<file path="src/wfe_fifo.sv">
// Small first-in first-out queue held in flip-flops.
// Generic: carries any packed word; no package dependency.

module wfe_fifo #(
    parameter int WIDTH = 8,
    parameter int DEPTH = 4
) (
    input  logic                       clk,
    input  logic                       rst_n,
    input  logic                       push,
    input  logic [WIDTH-1:0]           wdata,
    output logic                       full,
    input  logic                       pop,
    output logic [WIDTH-1:0]           rdata,
    output logic                       empty,
    output logic [$clog2(DEPTH+1)-1:0] count
);

    localparam int PW = (DEPTH > 1) ? $clog2(DEPTH) : 1;
    localparam int CW = $clog2(DEPTH + 1);

    logic [WIDTH-1:0] mem_reg [DEPTH];
    logic [PW-1:0]    wr_ptr_reg;
    logic [PW-1:0]    rd_ptr_reg;
    logic [CW-1:0]    count_reg;
    logic             do_push;
    logic             do_pop;

    assign full    = (count_reg == CW'(DEPTH));
    assign empty   = (count_reg == '0);
    assign count   = count_reg;
    assign rdata   = mem_reg[rd_ptr_reg];
    assign do_push = push && !full;
    assign do_pop  = pop && !empty;

    // Storage
    always_ff @(posedge clk)
    begin
        if (do_push)
        begin
            mem_reg[wr_ptr_reg] <= wdata;
        end
    end

    // Pointers and fill level
    always_ff @(posedge clk or negedge rst_n)
    begin
        if (!rst_n)
        begin
            wr_ptr_reg <= '0;
            rd_ptr_reg <= '0;
            count_reg  <= '0;
        end
        else
        begin
            if (do_push)
            begin
                wr_ptr_reg <= (wr_ptr_reg == PW'(DEPTH - 1)) ? '0 : wr_ptr_reg + 1'b1;
            end
            if (do_pop)
            begin
                rd_ptr_reg <= (rd_ptr_reg == PW'(DEPTH - 1)) ? '0 : rd_ptr_reg + 1'b1;
            end
            if (do_push && !do_pop)
            begin
                count_reg <= count_reg + 1'b1;
            end
            else if (do_pop && !do_push)
            begin
                count_reg <= count_reg - 1'b1;
            end
        end
    end

endmodule

</file>
<file path="config.mk">
export PLATFORM = sky130hd
export DESIGN_NAME = wfe_fifo
export DESIGN_NICKNAME = d
export VERILOG_FILES = /design/src/wfe_fifo.sv
export SDC_FILE = /design/constraint.sdc
export NUM_CORES = 1
export LEC_CHECK = 0
export BUFFER_PORTS_ARGS = -buffer_cell sky130_fd_sc_hd__buf_2
export CORE_MARGIN = 2
export CORE_UTILIZATION = 50
export DETAILED_ROUTE_END_ITERATION = 10
export PLACE_DENSITY = 0.72
export SKIP_LAST_GASP = 1
export SLEW_MARGIN = 20
export SYNTH_ARGS = -nofsm -noshare
export SYNTH_HDL_FRONTEND = slang
export SYNTH_SLANG_ARGS = --single-unit
</file>
<file path="constraint.sdc">
create_clock -name clk -period 4.2 [get_ports clk]
set_input_delay 0.42 -clock clk [delete_from_list [all_inputs] [get_ports clk]]
set_output_delay 0.42 -clock clk [all_outputs]
set_load 0.005 [all_outputs]
</file>
==> impl_results.html <==
<table>
<tr><th>Metric</th><th>Value</th></tr>
<tr><th colspan="2">Outcome</th></tr>
<tr><td>Run status</td><td>completed</td></tr>
<tr><th colspan="2">Logic synthesis</th></tr>
<tr><td>Synth Area in XOR/XNOR</td><td>0.0162</td></tr>
<tr><td>Mux contribution to synthesized area</td><td>0.151</td></tr>
<tr><td>Area fraction in and, or, nand and nor cells after synthesis</td><td>0.0541</td></tr>
<tr><td>Number of instances in the synthesized netlist</td><td>79</td></tr>
<tr><td>Number of unique standard cell types used by synthesis</td><td>19</td></tr>
<tr><td>Dominant combinational cell family by area after synthesis</td><td>multiplexers</td></tr>
<tr><td>Proportion of register bits with asynchronous set or reset after synthesis</td><td>0.179</td></tr>
<tr><td>Part of the Yosys area used for sequential elements</td><td>0.701</td></tr>
<tr><td>Synth Net Count</td><td>98</td></tr>
<tr><td>Synthesized area per cell</td><td>20.5 sq um</td></tr>
<tr><td>Complex-gate fraction of the synthesized area</td><td>0</td></tr>
<tr><td>Main synth FF type</td><td>sky130_fd_sc_hd__edfxtp_1</td></tr>
<tr><td>Post-synthesis cell area</td><td>1620 sq um</td></tr>
<tr><td>EDFF count, synth</td><td>32</td></tr>
<tr><td>Number of synthesized register bits</td><td>39</td></tr>
<tr><td>Synthesized-area fraction occupied by adder cells</td><td>0.0587</td></tr>
<tr><td>Count of warnings emitted by yosys</td><td>0</td></tr>
<tr><th colspan="2">Clock network</th></tr>
<tr><td>CTS sink count</td><td>39</td></tr>
<tr><td>Root Buffer</td><td>sky130_fd_sc_hd__clkbuf_4</td></tr>
<tr><td>Post_cts resized</td><td>0</td></tr>
<tr><td>Post-CTS setup buffer count</td><td>0</td></tr>
<tr><td>Max clock buf depth</td><td>2</td></tr>
<tr><td>Number of clock buffers inserted by TritonCTS</td><td>5</td></tr>
<tr><td>TritonCTS clock tree</td><td>built</td></tr>
<tr><td>Clk Latency, worst-skew pair</td><td>0.34 ns</td></tr>
<tr><td>H-Tree Level Count</td><td>2</td></tr>
<tr><td>Hold buffer count at cts</td><td>1</td></tr>
<tr><td>CTS clk-pin slew, worst paths</td><td>0.11 ns</td></tr>
<tr><th colspan="2">Floorplanning</th></tr>
<tr><td>Die Outline Area</td><td>3710 sq um</td></tr>
<tr><td>Standard cell core area</td><td>3080 sq um</td></tr>
<tr><td>Overall die width</td><td>60.9 um</td></tr>
<tr><td>Starting Density</td><td>0.526</td></tr>
<tr><td>I/O pin cnt</td><td>25</td></tr>
<tr><td>Placement row count</td><td>20</td></tr>
<tr><td>Chip Height</td><td>60.9 um</td></tr>
<tr><th colspan="2">Run</th></tr>
<tr><td>Max Cap Viol</td><td>0</td></tr>
<tr><th colspan="2">STA</th></tr>
<tr><td>Achievable Freq</td><td>451 MHz</td></tr>
<tr><td>Unrepaired setup endpoints after global routing</td><td>false</td></tr>
<tr><td>Tightest hold margin</td><td>0.287 ns</td></tr>
<tr><td>Final setup vio count</td><td>0</td></tr>
<tr><td>Setup Skew</td><td>0.00976 ns</td></tr>
<tr><td>Clock period minus final worst setup slack</td><td>2.22 ns</td></tr>
<tr><td>Final period utilization</td><td>0.528</td></tr>
<tr><td>Worst slew pin tran</td><td>0.590 ns</td></tr>
<tr><td>Max-slew violation count</td><td>0</td></tr>
<tr><td>Number of hold violations in the final report</td><td>0</td></tr>
<tr><td>Worst slew margin</td><td>0.607</td></tr>
<tr><td>Summed negative setup slack over all endpoints</td><td>0 ns</td></tr>
<tr><th colspan="2">Critical path</th></tr>
<tr><td>Worst endpoint data arrival time</td><td>1.80 ns</td></tr>
<tr><td>Kind of start point of the critical path</td><td>register</td></tr>
<tr><td>Worst Setup End Kind</td><td>output port</td></tr>
<tr><td>Largest fanout on the critical path</td><td>11</td></tr>
<tr><td>Crit Path Class</td><td>register to output port</td></tr>
<tr><td>Required @ worst endpoint</td><td>3.78 ns</td></tr>
<tr><th colspan="2">Pwr</th></tr>
<tr><td>LEAKAGE</td><td>0.722 nW</td></tr>
<tr><td>Total power density per cell area</td><td>693 nW/um^2</td></tr>
<tr><td>IR drop worst, VDD</td><td>0.411 mV</td></tr>
<tr><th colspan="2">Detailed routing</th></tr>
<tr><td>Total vias in the final route</td><td>772</td></tr>
<tr><td>Via density</td><td>5.05</td></tr>
<tr><td>Post-Route WL</td><td>2380 um</td></tr>
<tr><td>Wire length per cell after detailed routing</td><td>15.5 um</td></tr>
<tr><td>First-pass detailed-route iteration total</td><td>4</td></tr>
<tr><td>Remaining DRCs</td><td>0</td></tr>
<tr><td>Detail Route Antenna Nets</td><td>0</td></tr>
<tr><td>Detailed router's first-iteration violation count</td><td>13</td></tr>
<tr><th colspan="2">Layout</th></tr>
<tr><td>Area of the multi-input gates</td><td>453 sq um</td></tr>
<tr><td>Ant. Diodes</td><td>0</td></tr>
<tr><td>Fillers</td><td>235</td></tr>
<tr><td>Register area</td><td>1140 sq um</td></tr>
<tr><td>Final-stage net count</td><td>127</td></tr>
<tr><td>Fraction of layout cells with a size suffix above 1</td><td>0.468</td></tr>
<tr><td>Commonest non-fill, non-tap cell in the layout</td><td>sky130_fd_sc_hd__edfxtp_1</td></tr>
<tr><td>Number of flip-flops under the largest register name</td><td>32</td></tr>
<tr><td>Area grow syn2layout</td><td>16.4%</td></tr>
<tr><td>Top library cells by usage in the layout, fill and taps aside</td><td>sky130_fd_sc_hd__edfxtp_1, sky130_fd_sc_hd__buf_2, sky130_fd_sc_hd__mux4_2</td></tr>
<tr><th colspan="2">Global routing</th></tr>
<tr><td>First-pass GRT wire length</td><td>3820 um</td></tr>
<tr><td>Via count of the first global-routing pass</td><td>770</td></tr>
<tr><td>Total GRT Usage</td><td>0.156</td></tr>
<tr><td>Largest net degree at the start of global routing</td><td>13</td></tr>
<tr><td>Gr ovfl total</td><td>0</td></tr>
<tr><td>Initial antenna violation count</td><td>0</td></tr>
<tr><th colspan="2">Place</th></tr>
<tr><td>Count of port buffers added during placement</td><td>24</td></tr>
<tr><td>Total half-perimeter wirelength after legalization and detailed placement</td><td>1600 um</td></tr>
<tr><td>Global placer's final weighted congestion</td><td>0.708</td></tr>
<tr><th colspan="2">Hold path</th></tr>
<tr><td>Worst min-delay path class</td><td>input port to register</td></tr>
</table>
==> routing by layer <==
layer / GRT usage / share of wire / vias to the layer above
li1: - / - / 360
met1: 0.181 / 0.41 / 388
met2: 0.260 / 0.52 / 17
met3: 0.0405 / 0.039 / 7
met4: 0.0932 / 0.025 / 0
met5: 0 / 0 / -
==> final timing paths <==
check	from	end	slack [ns]	cells past startpoint
worst max register to register	count[0]	count[2]	2.16	8
max in group asynchronous	rst_n	rd_ptr_reg[1]	3.61	2
min in group asynchronous	rst_n	wr_ptr_reg[1]	0.43	2
worst min register to register	count[2]	count[2]	0.53	1
worst min-delay path	wdata[7]	mem_reg[0][7]	0.29	1
worst max-delay path	rd_ptr_reg[0]	rdata[5]	1.98	2
==> synth_stat cells, drive strengths merged, types with 2 or more instances <==
cell type  number  area [sq um]
edfxtp         32           961
mux4            8           180
dfrtp           7           175
ha              6          75.1
mux2            5          63.8
and2            4          30.0
buf             3          20.0
inv             3          11.3
nor2            3          11.3
xor2            2          17.5
==> final cells by class <==
cell class / count / share of cell area
inverter: 3 / 0.00597
sequential: 39 / 0.602
clock buffer: 6 / 0.0219
clock inverter: 2 / 0.0318
tap: 44 / 0.0292
multi-input combinational: 34 / 0.240
timing repair buffer: 25 / 0.0690
==> stage by stage <==
step           setup WS [ns]  power [W]  area [sq um]  utilization  instances
2_1_floorplan           2.23   0.000888          1620            -         79
3_3_place_gp            2.19    0.00101          1780        0.577        144
6_report                1.98    0.00131          1890        0.613        153
4_1_cts                 1.93    0.00133          1890        0.613        153
5_1_grt                 1.81    0.00140          1890        0.613        153
3_5_place_dp            2.17    0.00102          1780        0.577        144
==> critical path: stages (launching register included) <==
cell	delay, ns
sky130_fd_sc_hd__dfrtp_1	0.74
sky130_fd_sc_hd__mux4_2	0.58
sky130_fd_sc_hd__buf_2	0.14
==> cells by family (layout without fill, tap and decap cells) <==
kind of cell | after synthesis | count (layout)
buffers and inverters | 6 | 36
XOR/XNOR | 3 | 3
flip-flops | 39 | 39
AND/OR/NAND/NOR | 11 | 11
multiplexers | 13 | 13
adder cells (fa/ha/maj) | 7 | 7
==> report_power, final <==
part           switching, W  total (W)  internal [W]  leakage, nW
sequential        0.0000978   0.000620      0.000523        0.375
clock              0.000117   0.000302      0.000186       0.0525
combinational      0.000151   0.000385      0.000234        0.294
(Power assumes the default switching activity.)
