===== config.mk =====
export PLATFORM = sky130hd
export DESIGN_NAME = wfe_front
export DESIGN_NICKNAME = d
export VERILOG_FILES = /design/src/wfe_pkg.sv /design/src/wfe_front.sv
export SDC_FILE = /design/constraint.sdc
export NUM_CORES = 1
export LEC_CHECK = 0
export ABC_AREA = 1
export ABC_CLOCK_PERIOD_IN_PS = 7200
export BUFFER_PORTS_ARGS = -buffer_cell sky130_fd_sc_hd__buf_2
export CAP_MARGIN = 30
export CORE_ASPECT_RATIO = 0.5
export CORE_UTILIZATION = 55
export DETAILED_ROUTE_END_ITERATION = 16
export PLACE_DENSITY = 0.82
export SLEW_MARGIN = 20
export SYNTH_ARGS = -nofsm -noshare
export SYNTH_HDL_FRONTEND = slang
export SYNTH_SLANG_ARGS = --single-unit

===== constraint.sdc =====
create_clock -name clk -period 7.2 [get_ports clk]
set_input_delay 1.8 -clock clk [delete_from_list [all_inputs] [get_ports clk]]
set_output_delay 1.8 -clock clk [all_outputs]
set_load 0.005 [all_outputs]

===== src/wfe_pkg.sv =====
// Shared types and constants for the WEP frame encapsulator.
// No dependencies; the top level, front and back use this package by scoped names.

package wfe_pkg;

    // Sizes
    localparam int KEYSTREAM_DEPTH_DEF = 2048;
    localparam int HEADER_BYTES        = 24;
    localparam int IV_BYTES            = 4;
    localparam int ICV_BYTES           = 4;
    localparam int POS_W               = 12;
    localparam int KIDX_W              = 12;
    localparam int KEYIN_W             = 11;
    localparam int ADDR_W              = 48;
    localparam int KLEN_W              = 12;
    localparam int CFG_IDX_W           = 3;
    localparam int CFG_DATA_W          = 48;
    localparam int OPQ_DEPTH           = 4;
    localparam int OUTQ_DEPTH          = 4;

    // Frame control byte 1 handling
    localparam logic [7:0] FC_KEEP_MASK = 8'hFC;
    localparam logic [7:0] FC_WEP_SET   = 8'h40;
    localparam logic [7:0] FC_WEP_CLR   = 8'hBF;
    localparam logic [1:0] DS_MASK      = 2'h3;

    localparam logic [31:0] CRC_INIT = 32'hFFFF_FFFF;
    localparam logic [31:0] CRC_POLY = 32'hEDB8_8320;

    // Configuration register indexes
    typedef enum logic [CFG_IDX_W-1:0] {
        CFG_BSSID = 3'd0,
        CFG_DEST  = 3'd1,
        CFG_SRC   = 3'd2,
        CFG_DS    = 3'd3,
        CFG_ENC   = 3'd4,
        CFG_KLEN  = 3'd5
    } cfg_idx_t;

    typedef struct packed {
        logic [ADDR_W-1:0] bssid;
        logic [ADDR_W-1:0] dest;
        logic [ADDR_W-1:0] src;
        logic [1:0]        ds;
        logic              enc;
        logic [KLEN_W-1:0] klen;
    } cfg_t;

    // Operations passed from front to back
    typedef enum logic [2:0] {
        OP_WRITE = 3'd0,   // keystream store write, no output
        OP_PLAIN = 3'd1,   // send data as is
        OP_KEY   = 3'd2,   // send stored keystream byte (IV)
        OP_BODY  = 3'd3,   // send data XOR keystream, update CRC
        OP_ICV   = 3'd4    // send ICV byte XOR keystream
    } op_kind_t;

    typedef struct packed {
        op_kind_t          kind;
        logic [7:0]        data;
        logic [KIDX_W-1:0] addr;
        logic [1:0]        sel;
        logic              last;
        logic              flag_set;
    } op_t;

    typedef struct packed {
        logic [7:0] data;
        logic       last;
        logic       status;
    } out_t;

endpackage


===== src/wfe_front.sv =====
// Front end: accepts input words, rewrites header bytes and expands each word
// into one or more operations for the back end. Depends on wfe_pkg.

module wfe_front #(
    parameter int KEYSTREAM_DEPTH = wfe_pkg::KEYSTREAM_DEPTH_DEF
) (
    input  logic                          clk,
    input  logic                          rst_n,
    input  logic                          push,
    output logic                          full,
    input  logic                          cmd,
    input  logic [7:0]                    data_byte,
    input  logic [wfe_pkg::KEYIN_W-1:0]   key_index,
    input  logic                          last_byte,
    input  wfe_pkg::cfg_t                 cfg,
    output logic                          q_push,
    output wfe_pkg::op_t                  q_op,
    input  logic                          q_full
);

    localparam int PW = wfe_pkg::POS_W;
    localparam int KW = wfe_pkg::KIDX_W;
    localparam logic [PW-1:0] POS_MAX   = '1;
    localparam logic [PW-1:0] HDR_LAST  = PW'(wfe_pkg::HEADER_BYTES - 1);
    localparam logic [PW-1:0] BODY_OFF  = PW'(wfe_pkg::HEADER_BYTES - wfe_pkg::IV_BYTES);
    localparam logic [PW-1:0] ICV_OFF   = PW'(wfe_pkg::HEADER_BYTES - wfe_pkg::IV_BYTES - 1);
    localparam logic [3:0]    N_IV      = 4'(wfe_pkg::IV_BYTES);
    localparam logic [3:0]    N_IV_ICV  = 4'(wfe_pkg::IV_BYTES + wfe_pkg::ICV_BYTES);
    localparam logic [3:0]    N_ICV     = 4'(wfe_pkg::ICV_BYTES);

    typedef enum logic [1:0] {
        IT_WRITE,
        IT_PLAIN,
        IT_HDR,
        IT_BODY
    } item_t;

    // Address field offsets by DS bits
    function automatic logic [4:0] bssid_off(input logic [1:0] ds);
        case (ds)
            2'd0:    return 5'd16;
            2'd1:    return 5'd4;
            2'd2:    return 5'd10;
            default: return 5'd4;
        endcase
    endfunction

    function automatic logic [4:0] dest_off(input logic [1:0] ds);
        case (ds)
            2'd0:    return 5'd4;
            2'd1:    return 5'd16;
            2'd2:    return 5'd4;
            default: return 5'd16;
        endcase
    endfunction

    function automatic logic [4:0] src_off(input logic [1:0] ds);
        case (ds)
            2'd0:    return 5'd10;
            2'd1:    return 5'd10;
            2'd2:    return 5'd16;
            default: return 5'd24;
        endcase
    endfunction

    // Replace with the address byte when pos lies in the field and addr is nonzero
    function automatic logic [7:0] put_addr(
        input logic [7:0]                  v,
        input logic [PW-1:0]               pos,
        input logic [4:0]                  off,
        input logic [wfe_pkg::ADDR_W-1:0]  addr
    );
        logic [PW-1:0] diff;
        logic [2:0]    idx;
        diff = pos - PW'(off);
        idx  = 3'(3'd5 - diff[2:0]);
        if ((addr != '0) && (pos >= PW'(off)) && (diff < PW'(6)))
        begin
            return addr[{idx, 3'b000} +: 8];
        end
        return v;
    endfunction

    function automatic logic in_range(
        input logic [KW-1:0]                idx,
        input logic [wfe_pkg::KLEN_W-1:0]   klen
    );
        return (idx < klen) && ({1'b0, idx} < (KW + 1)'(KEYSTREAM_DEPTH));
    endfunction

    logic [PW-1:0]   pos_reg;
    logic            stg_valid_reg;
    item_t           kind_reg;
    logic [7:0]      v_reg;
    logic [wfe_pkg::KEYIN_W-1:0] ki_reg;
    logic [PW-1:0]   pos_s_reg;
    logic            lb_reg;
    logic            flag_reg;
    logic [3:0]      step_reg;
    logic [3:0]      nlast_reg;

    logic            accept;
    logic            fire;
    logic            done;
    logic [7:0]      v_comb;
    item_t           kind_next;
    logic [3:0]      nlast_next;
    logic            load;
    logic [1:0]      icv_j;
    logic [KW-1:0]   icv_idx;
    logic [KW-1:0]   body_idx;
    wfe_pkg::op_t    op;

    assign fire   = stg_valid_reg && !q_full;
    assign done   = fire && (step_reg == nlast_reg);
    assign full   = stg_valid_reg && !done;
    assign accept = push && !full;
    assign q_push = fire;
    assign q_op   = op;

    // Header rewrite of the incoming byte
    always_comb
    begin
        v_comb = data_byte;
        if (pos_reg == PW'(1))
        begin
            v_comb = (v_comb & wfe_pkg::FC_KEEP_MASK) | {6'b0, cfg.ds & wfe_pkg::DS_MASK};
            v_comb = cfg.enc ? (v_comb | wfe_pkg::FC_WEP_SET) : (v_comb & wfe_pkg::FC_WEP_CLR);
        end
        v_comb = put_addr(v_comb, pos_reg, bssid_off(cfg.ds), cfg.bssid);
        v_comb = put_addr(v_comb, pos_reg, dest_off(cfg.ds), cfg.dest);
        v_comb = put_addr(v_comb, pos_reg, src_off(cfg.ds), cfg.src);
    end

    // Classify the incoming word
    always_comb
    begin
        kind_next  = IT_PLAIN;
        nlast_next = '0;
        load       = 1'b1;
        if (cmd)
        begin
            kind_next = IT_WRITE;
            load      = ({2'b00, key_index} < (KW + 1)'(KEYSTREAM_DEPTH));
        end
        else if (!cfg.enc || (pos_reg < HDR_LAST))
        begin
            kind_next = IT_PLAIN;
        end
        else if (pos_reg == HDR_LAST)
        begin
            kind_next  = IT_HDR;
            nlast_next = last_byte ? N_IV_ICV : N_IV;
        end
        else
        begin
            kind_next  = IT_BODY;
            nlast_next = last_byte ? N_ICV : 4'd0;
        end
    end

    // Operation for the current expansion step
    always_comb
    begin
        icv_j    = (kind_reg == IT_HDR) ? 2'(step_reg - N_IV - 4'd1) : 2'(step_reg - 4'd1);
        icv_idx  = (pos_s_reg - ICV_OFF) + KW'(icv_j);
        body_idx = pos_s_reg - BODY_OFF;
        op          = '0;
        op.kind     = wfe_pkg::OP_PLAIN;
        op.data     = v_reg;
        case (kind_reg)
            IT_WRITE:
            begin
                op.kind = wfe_pkg::OP_WRITE;
                op.addr = KW'(ki_reg);
            end
            IT_PLAIN:
            begin
                op.last     = lb_reg;
                op.flag_set = flag_reg;
            end
            IT_HDR:
            begin
                if (step_reg == 4'd0)
                begin
                    op.kind = wfe_pkg::OP_PLAIN;
                end
                else if (step_reg <= N_IV)
                begin
                    op.kind = wfe_pkg::OP_KEY;
                    op.addr = KW'(step_reg - 4'd1);
                end
                else
                begin
                    op.kind     = wfe_pkg::OP_ICV;
                    op.addr     = icv_idx;
                    op.sel      = icv_j;
                    op.last     = (icv_j == 2'd3);
                    op.flag_set = !in_range(icv_idx, cfg.klen);
                end
            end
            IT_BODY:
            begin
                if (step_reg == 4'd0)
                begin
                    op.kind     = wfe_pkg::OP_BODY;
                    op.addr     = body_idx;
                    op.flag_set = !in_range(body_idx, cfg.klen);
                end
                else
                begin
                    op.kind     = wfe_pkg::OP_ICV;
                    op.addr     = icv_idx;
                    op.sel      = icv_j;
                    op.last     = (icv_j == 2'd3);
                    op.flag_set = !in_range(icv_idx, cfg.klen);
                end
            end
            default:
            begin
                op.kind = wfe_pkg::OP_PLAIN;
            end
        endcase
    end

    // Stage payload
    always_ff @(posedge clk)
    begin
        if (accept)
        begin
            kind_reg  <= kind_next;
            v_reg     <= cmd ? data_byte : v_comb;
            ki_reg    <= key_index;
            pos_s_reg <= pos_reg;
            lb_reg    <= last_byte;
            flag_reg  <= cfg.enc && last_byte && (pos_reg < HDR_LAST);
            nlast_reg <= nlast_next;
        end
    end

    // Stage control and frame position
    always_ff @(posedge clk or negedge rst_n)
    begin
        if (!rst_n)
        begin
            stg_valid_reg <= 1'b0;
            step_reg      <= '0;
            pos_reg       <= '0;
        end
        else
        begin
            if (accept)
            begin
                stg_valid_reg <= load;
                step_reg      <= '0;
            end
            else if (done)
            begin
                stg_valid_reg <= 1'b0;
            end
            else if (fire)
            begin
                step_reg <= step_reg + 1'b1;
            end

            if (accept && !cmd)
            begin
                if (last_byte)
                begin
                    pos_reg <= '0;
                end
                else if (pos_reg != POS_MAX)
                begin
                    pos_reg <= pos_reg + 1'b1;
                end
            end
        end
    end

endmodule


==> impl_metrics.env <==
export IMPL_vias_per_cell=5.527
export IMPL_p_per_area_nw_per_um2=319.8
export IMPL_fin_skew_ns=0.008479
export IMPL_drtPass1Iterations=5
export IMPL_fp_row_count=27
export IMPL_synth_top_area_share_pct=17.31
export IMPL_synth_ff_latch_count=54
export IMPL_diodes=0
export IMPL_grt_pass1_wl_mm=31.60
export IMPL_worst_pin_slew_ns=0.7460
export IMPL_layout_cells_most_common_list="nor2_1, buf_2, nand2_1"
export IMPL_intPower_mw=1.168
export IMPL_dieHeight_um=78.38
export IMPL_clockRootBuffer="clkbuf_16"
export IMPL_cp_start_kind="flop"
export IMPL_setup_viol=0
export IMPL_fin_crit_ns=5.313
export IMPL_grt_busiest_layer="met2"
export IMPL_ir_drop_mv=0.2447
export IMPL_die_area_um2=12130
export IMPL_cts_resized=0
export IMPL_critPathCaptureType="output pin"
export IMPL_hp_class="flop to flop"
export IMPL_cts_tree="yes"
export IMPL_power_switching_mw=1.298
export IMPL_dp_hpwl_mm=15.78
export IMPL_pre_cts_ws_ns=2.254
export IMPL_grt_start_max_net_pins=78
export IMPL_rsz0062_at_grt="no"
export IMPL_clock_sinks=54
export IMPL_pwr_share_comb_pct=66.9
export IMPL_core_area_um2=11180
export IMPL_drive_above_1_share_pct=22.99
export IMPL_crit_fanout=5
export IMPL_post_route_drc_count=0
export IMPL_synth_top_area_cell="edfxtp_1"
export IMPL_timing_fmax_mhz=188.2
export IMPL_gp_congestion=0.9244
export IMPL_yosysSeqAreaShare_pct=23.94
export IMPL_drt_initial_drc_count=584
export IMPL_ys_types=54
export IMPL_synthFlopType="edfxtp_1"
export IMPL_port_buffers=212
export IMPL_overflow=0
export IMPL_use_met3_pct=3.920
export IMPL_clk_pin_slew_ns=0.07
export IMPL_synth_fp_nets=1231
export IMPL_vias=7489
export IMPL_worstPathRequired_ns=5.40
export IMPL_areaGrowthSynthToFinish_pct=20.18
export IMPL_gr_usage_met2_pct=58.01
export IMPL_die_width_um=154.8
export IMPL_slowest_delay_ns=0.41
export IMPL_p_clk_share_pct=11.0
export IMPL_final_max_slew_violation_count=0
export IMPL_critPathKind="flop to output pin"
export IMPL_cellLeakagePower_nw=3.729
export IMPL_cp_arrival_ns=3.51
export IMPL_outcome="finished clean"
export IMPL_grt_pass1_vias=6880
export IMPL_syn_avg_cell_area_um2=6.405
export IMPL_post_cts_setup_buffers=0
export IMPL_synthTopCellsByArea="edfxtp_1, nor2_1, nand2_1, ha_1, dfrtp_1"
export IMPL_grt_use_total_pct=32.17
export IMPL_synthesis_area_um2=6417
export IMPL_ys_warnings_count=0
export IMPL_worst_slack_ns=1.887
export IMPL_h_tree_depth=2
export IMPL_initial_core_util_pct=57.39
export IMPL_cts_made_buffers=5
export IMPL_clk_latency_ns=0.29
export IMPL_crit_path_top_delay_cell="dfrtp_1"
export IMPL_p_sw_share_pct=52.64
export IMPL_final_common_cell="nor2_1"
export IMPL_async_flop_share_pct=31.48
export IMPL_ant_nets=0
export IMPL_synth_cells=1002
export IMPL_power_share_sequential_pct=22.1
export IMPL_io_pins=213
export IMPL_wl_per_cell_um=14.39
export IMPL_maxCapViolCount=0
export IMPL_antenna_found_initial=1
export IMPL_synth_edff_count=37
export IMPL_clockBufferDepth=2
export IMPL_final_nets=1424
export IMPL_min_period_over_period_pct=73.79
export IMPL_final_hold_viol_count=0
export IMPL_gr_usage_met1_pct=41.14
export IMPL_wirelength_mm=19.50
export IMPL_worstPathCellList="inv_1, ha_1, inv_1, ha_1, or2_2, a21oi_1, nand2_1, nand2_1, nand3_1, xor2_1, inv_1, ha_1, a21oi_1, o21ai_0, a21oi_1, nand3_1, nand2_1, nand3_1, buf_2"
export IMPL_tns_ns=0
export IMPL_cts_hold_buf=0
export IMPL_relSlewSlack_pct=50.27
[path summary, 6_finish.rpt]
path                                     from             to  slack, ns  cells after the start
worst max-delay path              step_reg[0]        q_op[0]       1.89                     19
min in group asynchronous               rst_n  stg_valid_reg       1.42                      1
worst min-delay path            stg_valid_reg  stg_valid_reg       0.55                      2
max in group asynchronous               rst_n     pos_reg[0]       5.47                      1
worst max register to register     pos_reg[1]       v_reg[5]       3.74                     16
worst min register to register  stg_valid_reg  stg_valid_reg       0.55                      2
[through the flow]
step	hold slack (ns)	power, mW	utilization, %	cells	area (µm²)
after global routing	0.5644	2.692	68.97	1355	7712
after global placement	0.5040	2.127	67.42	1346	7538
after floorplan	0.4196	1.747	-	1002	6417
after detailed placement	0.5320	2.162	67.42	1346	7538
final	0.5452	2.467	68.97	1355	7712
after CTS	0.5474	2.441	68.90	1354	7705
[worst max-delay path, delay by kind of cell (launching register included)]
family | cells | cell delay (ns)
compound gates | 4 | 0.54
fa+ha+maj | 3 | 0.81
flops | 1 | 0.41
buf+inv | 4 | 0.42
simple gates | 7 | 0.86
xor+xnor | 1 | 0.19
[area by class of cell]
type | count | area (µm²)
timing repair buffer | 216 | 1091
sequential | 54 | 1538
tap | 159 | 198.9
clock inverter | 2 | 37.54
inverter | 108 | 417.9
multi-input combinational | 810 | 4300
fill | 1014 | 3470
clock buffer | 6 | 128.9
[synth_stat cells (2+ instances only)]
master      n
clkbuf_1   13
o211a_1     2
nor2_2     10
dfrtp_1    17
nor2_4      3
o31ai_1    13
o211ai_1   11
nand4_1    11
buf_2       8
nor2_1    224
o22ai_1    11
a22oi_1     6
nand3_1    53
inv_1      97
nor3_2      4
buf_6       4
a311oi_1    4
o21bai_1    9
ha_1       43
nand2_1   209
edfxtp_1   37
o21ai_1     2
nor4_1      2
xnor2_1     7
or2_2       5
a211oi_1    2
o32ai_1     2
o221ai_1    3
o21ai_0    54
xor2_1     18
nand2_2     8
nand3_2     4
inv_2       9
buf_4       4
nor3_1     20
fa_1        2
a21oi_1    54
[cells by family (layout without fill, tap and decap cells)]
kind of cell,count (synthesis),count (layout),share of synthesized area (%)
compound gates,182,182,17.25
xor+xnor,25,25,3.412
fa+ha+maj,45,45,9.008
buf+inv,138,332,9.125
flops,54,54,23.94
simple gates,558,558,37.26
[power by group through the flow]
stage	logic, mW	clock network (mW)	registers (mW)
2_1_floorplan	1.26	0	0.485
3_3_place_gp	1.58	0	0.544
3_5_place_dp	1.61	0	0.548
4_1_cts	1.63	0.271	0.542
5_1_grt	1.85	0.282	0.557
6_report	1.65	0.271	0.546
[per-layer routing]
layer,routed length (µm),vias up
li1,-,3724
met1,8441,3396
met2,9501,335
met3,1282,32
met4,261,2
met5,11,-
(Power assumes the default switching activity.)
